==> src/sv/btm_pkg.sv <==
// Shared types and constants of the binary trie multiset.
// No dependencies; every other source file but btm_ram imports this package.
package btm_pkg;

  localparam int unsigned KEY_BITS_DEF   = 12;
  localparam int unsigned COUNT_BITS_DEF = 16;
  localparam int unsigned CNT_W          = 16;
  localparam int unsigned RANK_W         = 16;
  localparam int unsigned DEPTH_W        = 4;

  typedef enum logic [2:0] {
    CMD_INSERT     = 3'd0,
    CMD_ERASE      = 3'd1,
    CMD_XOR_MIN    = 3'd2,
    CMD_XOR_MAX    = 3'd3,
    CMD_KTH        = 3'd4,
    CMD_CNT_BELOW  = 3'd5,
    CMD_CNT_ATMOST = 3'd6,
    CMD_PREFIX     = 3'd7
  } cmd_e;

  typedef enum logic [2:0] {
    STAT_OK     = 3'd0,
    STAT_EMPTY  = 3'd1,
    STAT_ABSENT = 3'd2,
    STAT_RANGE  = 3'd3,
    STAT_FULL   = 3'd4
  } stat_e;

  // Walk token control: dec marks the decrement pass of an erase.
  typedef struct packed {
    logic valid;
    cmd_e cmd;
    logic dec;
  } btm_ctl_t;

endpackage

==> src/sv/btm_ram.sv <==
// Generic simple dual-port RAM, one write and one registered read port.
// No dependencies.
module btm_ram #(
  parameter int unsigned WIDTH = 16,
  parameter int unsigned DEPTH = 2,
  localparam int unsigned AW   = (DEPTH > 1) ? $clog2(DEPTH) : 1
) (
  input  logic             clk_i,
  input  logic             we_i,
  input  logic [AW-1:0]    waddr_i,
  input  logic [WIDTH-1:0] wdata_i,
  input  logic [AW-1:0]    raddr_i,
  output logic [WIDTH-1:0] rdata_o
);
  logic [WIDTH-1:0] mem_q [DEPTH];

  always_ff @(posedge clk_i) begin
    if (we_i) begin
      mem_q[waddr_i] <= wdata_i;
    end
    rdata_o <= mem_q[raddr_i];
  end
endmodule

==> src/sv/btm_cell.sv <==
// One trie level: count RAM of that level and the step of the walk on it.
// Depends on btm_pkg and btm_ram.
module btm_cell import btm_pkg::*; #(
  parameter int unsigned LEVEL      = 1,
  parameter int unsigned KEY_BITS   = KEY_BITS_DEF,
  parameter int unsigned COUNT_BITS = COUNT_BITS_DEF,
  localparam int unsigned DW        = $clog2(KEY_BITS + 1),
  localparam int unsigned B         = KEY_BITS - LEVEL
) (
  input  logic                  clk_i,
  input  logic                  rst_ni,
  input  logic                  clr_i,
  input  logic [KEY_BITS-1:0]   clr_addr_i,
  input  btm_ctl_t              ctl_i,
  input  logic [KEY_BITS-1:0]   key_i,
  input  logic [KEY_BITS-1:0]   path_i,
  input  logic [COUNT_BITS-1:0] k_i,
  input  logic [COUNT_BITS-1:0] tot_i,
  input  logic [DW-1:0]         depth_i,
  output btm_ctl_t              ctl_o,
  output logic [KEY_BITS-1:0]   key_o,
  output logic [KEY_BITS-1:0]   path_o,
  output logic [COUNT_BITS-1:0] k_o,
  output logic [COUNT_BITS-1:0] tot_o,
  output logic [DW-1:0]         depth_o
);
  btm_ctl_t              ctl_q;
  logic [KEY_BITS-1:0]   key_q, path_q, path_d;
  logic [COUNT_BITS-1:0] k_q, tot_q, rdata;
  logic [DW-1:0]         depth_q;
  logic                  abit, bit_sel, lt, we;
  logic [LEVEL-1:0]      waddr;
  logic [COUNT_BITS-1:0] wdata;

  // address phase: left child for rank walks, key bit otherwise
  always_comb begin
    unique case (ctl_i.cmd)
      CMD_KTH, CMD_CNT_BELOW, CMD_CNT_ATMOST: abit = 1'b0;
      default:                                abit = key_i[B];
    endcase
    path_d    = path_i;
    path_d[B] = abit;
  end

  always_ff @(posedge clk_i or negedge rst_ni) begin
    if (!rst_ni) begin
      ctl_q <= '0;
    end else begin
      ctl_q <= ctl_i;
    end
  end

  always_ff @(posedge clk_i) begin
    key_q   <= key_i;
    path_q  <= path_d;
    k_q     <= k_i;
    tot_q   <= tot_i;
    depth_q <= depth_i;
  end

  // decision phase on the count just read
  always_comb begin
    lt      = k_q < rdata;
    bit_sel = key_q[B];
    k_o     = k_q;
    tot_o   = tot_q;
    unique case (ctl_q.cmd)
      CMD_XOR_MIN, CMD_XOR_MAX: bit_sel = (rdata == '0) ? ~key_q[B] : key_q[B];
      CMD_KTH: begin
        bit_sel = ~lt;
        if (!lt) begin
          k_o = k_q - rdata;
        end
      end
      CMD_CNT_BELOW, CMD_CNT_ATMOST: begin
        if (key_q[B]) begin
          tot_o = tot_q + rdata;
        end
      end
      CMD_PREFIX: begin
        if (depth_q == DW'(LEVEL)) begin
          tot_o = rdata;
        end
      end
      CMD_ERASE: begin
        if (LEVEL == KEY_BITS && !ctl_q.dec) begin
          tot_o = rdata;
        end
      end
      default: ;
    endcase
    path_o    = path_q;
    path_o[B] = bit_sel;
  end

  assign ctl_o   = ctl_q;
  assign key_o   = key_q;
  assign depth_o = depth_q;

  always_comb begin
    we    = clr_i;
    waddr = clr_addr_i[LEVEL-1:0];
    wdata = '0;
    if (!clr_i && ctl_q.valid) begin
      waddr = path_q[KEY_BITS-1 -: LEVEL];
      if (ctl_q.cmd == CMD_INSERT) begin
        we    = 1'b1;
        wdata = rdata + COUNT_BITS'(1);
      end else if (ctl_q.cmd == CMD_ERASE && ctl_q.dec) begin
        we    = 1'b1;
        wdata = rdata - COUNT_BITS'(1);
      end
    end
  end

  btm_ram #(
    .WIDTH(COUNT_BITS),
    .DEPTH(2 ** LEVEL)
  ) u_ram (
    .clk_i  (clk_i),
    .we_i   (we),
    .waddr_i(waddr),
    .wdata_i(wdata),
    .raddr_i(path_d[KEY_BITS-1 -: LEVEL]),
    .rdata_o(rdata)
  );
endmodule

==> config.mk <==
export PLATFORM = sky130hd
export DESIGN_NAME = btm_cell
export DESIGN_NICKNAME = d
export VERILOG_FILES = /design/src/sv/btm_pkg.sv /design/src/sv/btm_ram.sv /design/src/sv/btm_cell.sv
export SDC_FILE = /design/constraint.sdc
export NUM_CORES = 1
export LEC_CHECK = 0
export ABC_AREA = 1
export BUFFER_PORTS_ARGS = -buffer_cell sky130_fd_sc_hd__buf_2
export CORE_UTILIZATION = 40
export DETAILED_ROUTE_END_ITERATION = 10
export SLEW_MARGIN = 10
export SYNTH_ARGS = -nofsm -noshare
export SYNTH_HDL_FRONTEND = slang
export SYNTH_SLANG_ARGS = --single-unit
==> constraint.sdc <==
create_clock -name clk_i -period 1.95 [get_ports clk_i]
set_input_delay 0.0975 -clock clk_i [delete_from_list [all_inputs] [get_ports clk_i]]
set_output_delay 0.0975 -clock clk_i [all_outputs]
set_load 0.1 [all_outputs]
Word level (Yosys, flattened, before mapping)
Memories as Yosys holds them, arrays and structs flattened. A register that Yosys moved wholly into a read port is not among the register bits.
Cells that the tools add are included.

storage, ports and cells
  flip-flop bits (word level) = 65
  memory bits (writable) = 32
  bits of input ports = 80
  logic and storage cells = 52
  memories kept = 1

operators by class
  add/subtract/negate cells = 4
  magnitude comparators = 1
  eq/ne operators = 11
  mux-type cells = 17
  bitwise gates (word level) = 2
  reductions and logical operators = 8

memories
  memory       depth  width  rd ports  clocked after Yosys merged registers in  wr ports  RTL line       source
  u_ram.mem_q  2      16     1         1                                        1         btm_ram.sv:15  logic [WIDTH-1:0] mem_q [DEPTH];

operator list
  cell                     number
  $mux W16                 7
  $pmux W16 S2             1
  $eq A3 B3 Y1 const B     7
  $add A16 B1 Y16 const B  1
  $add A16 B16 Y16         1
  $logic_not A16 Y1        1
  $lt A16 B16 Y1           1
  $sub A16 B1 Y16 const B  1
  $sub A16 B16 Y16         1
  $mux W1                  8
  $eq A3 B2 Y1 const B     2
  $eq A4 B1 Y1 const B     1
  $reduce_or A2 Y1         2
  $eq A3 B1 Y1 const B     1
  $logic_not A3 Y1         1
  $reduce_or A3 Y1         1
  $logic_and A1 B1 Y1      2
  $not A1 Y1               2
  $pmux W1 S2              1
  $logic_not A1 Y1         1

Logic depth before layout (Yosys ltp)
  depth after elaboration = 7
  mapped depth = 13
  gate-level depth less buffers = 12

Modules after synthesis
Synthesis repeated with hierarchy kept, for this count alone.

second synthesis, totals
  cell total of the unflattened synthesis = 873
  area, all modules = 6465.0 sq um

modules (own cells, without submodules)
  module    instances  cells an instance  area an instance (sq um)  sequential area each (sq um)
  btm_cell  1          769                4924.7                    1326.3
  btm_ram   1          104                1540.2                    1281.2

Least setup slack after synthesis
No wires, ideal clock.

  path type = register to output
  start = reg ctl_q (netlist bit ctl_o[3])
  end = out tot_o[3]
  data arrival time = 3.761 ns
  slack = -1.909 ns
  stages on the path, launching flop included = 6
  cells stage by stage = dfrtp_1 > inv_1 > nor2_1 > nand2_1 > clkbuf_1 > o21ai_0

on the way
  cells in the longest elaborated chain, start to end = 3
  elaborated cells on any way between the ends = 5
  those cells by class = eq/ne: 3; mux: 1; reduce/logical: 1

ends and longest elaborated chain
  item                    RTL line        source
  from (decl)             btm_cell.sv:27  btm_ctl_t ctl_q;
  from (signal assigned)  btm_cell.sv:49  ctl_q <= ctl_i;
  $eq A3 B3 Y1            btm_cell.sv:67  unique case (ctl_q.cmd)
  $reduce_or A2 Y1        btm_cell.sv:67
  $pmux W16 S2 (*)        btm_cell.sv:67
  to (decl)               btm_cell.sv:24  output logic [COUNT_BITS-1:0] tot_o,

Mark *: on every way between the ends. The rest lies on a longest branch, timed or not.

Final worst setup path
  start = reg k_q[0]
  end = out k_o[6]

on the way
  cells in the longest elaborated chain, start to end = 3
  elaborated cells on any way between the ends = 4
  those cells by class = add/sub: 1; order compare: 1; mux: 2

ends and longest elaborated chain
  item                                                       RTL line                        source
  from (decl)                                                btm_cell.sv:29                  logic [COUNT_BITS-1:0] k_q, tot_q, rdata;
  from (signal assigned)                                     btm_cell.sv:56                  k_q <= k_i;
  $sub A16 B16 Y16 / $lt A16 B16 Y1 (equally long branches)  btm_cell.sv:72, btm_cell.sv:63
  $mux W16 (*)                                               btm_cell.sv:71                  if (!lt) begin
  $mux W16 (*)                                               btm_cell.sv:67
  to (decl)                                                  btm_cell.sv:23                  output logic [COUNT_BITS-1:0] k_o,

Marks and branches as above.

==> summary.md <==
| Metric | Value |
|---|---|
| Status | finished, violations left |
| Failing checks | setup timing |
| TritonCTS clock tree | built |
| Met3 Usage GRT | around 4.8% |
| Final WS setup | -595 ps |
| Starting DRT DRC Count | 510 |
| Crit path cell chain | inv_2 -> ha_4 -> fa_2 -> o21ai_2 -> nand2_1 -> nand2_2 -> nand2_2 -> nand2_4 -> nand2_8 -> buf_12 -> o21ai_4 -> buf_12 |
| CP arrival | 2450 ps |
| Hold path start | clr_i |
| Slew @ Worst Pin | between 400 and 500 ps |
| Synth Warn # | 0 |
| Final Hold Fails | 0 |
| GR peak layer | met2 |
| Placed wire-length estimate | between 10 and 15 mm |
| Most frequent cells in the layout | nand2_1, buf_4, inv_1, buf_2, dlygate4sd3_1 |
| Power density over cell area | between 800 and 900 nW/um^2 |
| Leakage power figure | 0.00539 uW |
| Syn Nets | 1013 |
| Peak VDD IR | about 1 mV |
| Mapped Cells | 898 |
| Largest net degree at the start of global routing | 20 |
| # port buffers | around 130 |
| # IOs | roughly 150 |
| Seq cells post-synth | roughly 110 |
| # fillers | between 1000 and 1500 |
| Total Routing Usage GR | between 20% and 30% |
| Die X | 129 um |
| ANT cells | 0 |
| Sw frac | between 30% and 40% |
| TritonCTS buffer count | 17 |
| P_sw | between 3000 and 4000 uW |
| Comb power frac | a little over a third |
| First-pass GRT wire length | around 33 mm |
| Finish-stage setup viols | between 40 and 50 |
| Post-Layout Cell Count | 1458 |
| Mean Syn Cell Area | ~7.2 um^2 |
| Internal power | approximately 5800 uW |
| GP Congestion | between 0.9 and 1 |
| Worst Path Max Fanout | 6 |
| Initial Util | a little over two fifths |
| H-tree levels | 4 |
| Fin Clk Skew | ~7 ps |
| Unique masters post-synth | between 40 and 50 |
| Initial antenna violation count | 0 |
| Slowest stage delay, CP | ~360 ps |
| Routed Antenna Nets | 0 |
| CP endpoint kind | output pin |
| Class of the worst hold path | input port to flip-flop |
| Die area | 16600 um^2 |
| Commonest non-fill, non-tap cell in the layout | nand2_1 |
| FF-to-FF Start | ctl_o[2] |
| Met1 global-route usage | 30.6% |
| Wire per inst | 15.2 um |
| Critical path class | flip-flop to output pin |
| Fin crit period | between 2000 and 3000 ps |
| Placed inst area | about 9000 um^2 |
| WP data required | ~1900 ps |
| Clock power share | about a third |
| Post-layout nets | roughly 1300 |
| Slew HR | 67.2% |
| Critical path launch point | k_q[0] |
| Number of max-cap violations | 0 |
| Vias | 7225 |
| Post-synthesis sequential area ratio | between 40% and 50% |
| Total Wirelength | ~22 mm |
| Placed Cells | 1329 |
| Post-route cell area | 11500 um^2 |
| Syn-to-layout area delta | 79.2% |
| Met2 Use GR | a little under half |
| Layout cell share with drive strength beyond 1 | 43.3% |
| Fmax achieved | 393 MHz |
| Worst skew pair latency | between 400 and 500 ps |
| Clock Sinks | between 100 and 150 |
| RSZ-0062 raised after global routing | true |
| Core ar. | between 15000 and 20000 um^2 |
| Vias per std cell | 4.96 |
| Util after Layout | 74.7% |
| Final Cycle Share | 131% |
| Drt first pass iters | 5 |
| FP Rows | 45 |
| Number of global-route vias before repair | between 6000 and 7000 |
| Slowest cell on the critical path | fa_2 |
| Drt drc | 0 |
| Root buffer cell | clkbuf_16 |
| Critical path's top delay family | adder cells |
| Seq pwr share | roughly 29% |
| CP startpoint kind | flip-flop |
| Clock Tree Buf Depth | 2 |
| Die height | roughly 130 um |
| Crit path buffers/inverters | 3 |
| Reg clk slew, reported paths | approximately 60 ps |
| Max-slew violations | 0 |
| GRT overflow | 0 |
| Cell Area, Synth | about 6400 um^2 |
-- worst reg2reg max path: stages, from the launching register on --
cell        delay [ps]
dfrtp_4            530
buf_6              150
nor2_4             110
inv_2               80
nor2_4             160
buf_6              140
clkinvlp_4         160
buf_6              160
buf_6              100
a21oi_2            100
nor2_2              50
-- worst paths after layout --
kind                                 endpoint  slack, ps  cells past startpoint
max                                    k_o[6]       -600                     12
min                        u_ram.mem_q[1][11]        250                      4
max reg2reg                 u_ram.mem_q[1][4]        -40                     10
min reg2reg                 u_ram.rdata_o[14]        430                      2
max in group asynchronous            ctl_o[2]       1140                      3
min in group asynchronous            ctl_o[4]        590                      3
-- sequential cells by signal (all words and copies together), names as in the netlist --
name,cells
k_q,16
u_ram.mem_q,32
tot_q,16
key_o,12
path_q,12
u_ram.rdata_o,16
ctl_o,5
depth_o,4
-- synthesized netlist by cell type (all sizes together) --
cell type | instances | share of area, %
a211oi | 1 | 0.12
a21o | 1 | 0.12
a21oi | 49 | 3.9
a22oi | 10 | 1.2
a31oi | 2 | 0.19
a32oi | 1 | 0.14
and2 | 2 | 0.19
buf | 23 | 2.4
clkbuf | 7 | 0.43
clkinv | 2 | 0.12
dfrtp | 5 | 1.9
dfxtp | 76 | 24
edfxtp | 32 | 15
fa | 2 | 0.62
ha | 33 | 6.4
inv | 118 | 6.9
nand2 | 293 | 17
nand3 | 71 | 5.5
nand3b | 2 | 0.23
nand4 | 8 | 0.78
nor2 | 71 | 4.5
nor3 | 13 | 1.1
nor4 | 1 | 0.097
o211ai | 3 | 0.35
o21a | 1 | 0.12
o21ai | 55 | 4.7
o221ai | 1 | 0.14
o31ai | 1 | 0.12
or2 | 3 | 0.29
xnor2 | 5 | 0.68
xor2 | 6 | 0.82
-- metal layers --
metal	wire length [um]	up-vias	share of wire [%]
met4	485	0	2.2
li1	-	3576	-
met1	9080	3367	41
met2	11500	244	52
met3	1070	38	4.8
met5	0	-	0
-- timing repair --
action / CTS / global route
endpoints found under the setup margin: 35 / 91
gates resized for setup: 72 / 124
hold endpoints to repair: 69 / 0
setup buffers: 8 / 22
gates cloned: 1 / 1
pin swaps: 26 / 41
hold buffers: 66 / 0
-- power by group through the flow --
stage	logic, uW	registers [uW]	clock network [uW]
floorplan	1720	2860	0
global placement	2870	2690	0
detailed placement	2880	2690	0
CTS	3150	2650	3270
global route	3610	2670	3360
finish	3390	2660	3220
-- cells by family after synthesis --
kind of cell | count (synthesis) | synth area share (%)
xor gates and xnor gates | 11 | 1.50
buffers and inverters | 150 | 9.85
AOI/OAI and AO/OA | 125 | 11.0
adders and majority gates | 35 | 7.05
and+or+nand+nor | 464 | 30.0
DFF | 113 | 40.6
-- final cells by class --
cell class | count | area, um^2 | area share, %
inverter | 120 | 482 | 4.18
sequential | 113 | 2650 | 23.0
clock inverter | 14 | 154 | 1.34
multi-input combinational | 636 | 4410 | 38.3
tap | 211 | 264 | 2.29
timing repair buffer | 346 | 3110 | 27.0
clock buffer | 18 | 450 | 3.91
-- metrics by stage --
| step | setup slack, ps | hold WS (ps) | total power, uW | TNS, ps |
|---|---|---|---|---|
| final | -595 | 252 | 9270 | -15230 |
| after global routing | -711 | 283 | 9630 | -20940 |
| after CTS | -594 | 244 | 9080 | -15130 |
| after detailed placement | -226 | -79.8 | 5570 | -3460 |
| after global placement | -203 | -82.7 | 5560 | -3040 |
| after floorplan | -607 | -198 | 4580 | -6370 |
Power figures use the tool's default switching activity.
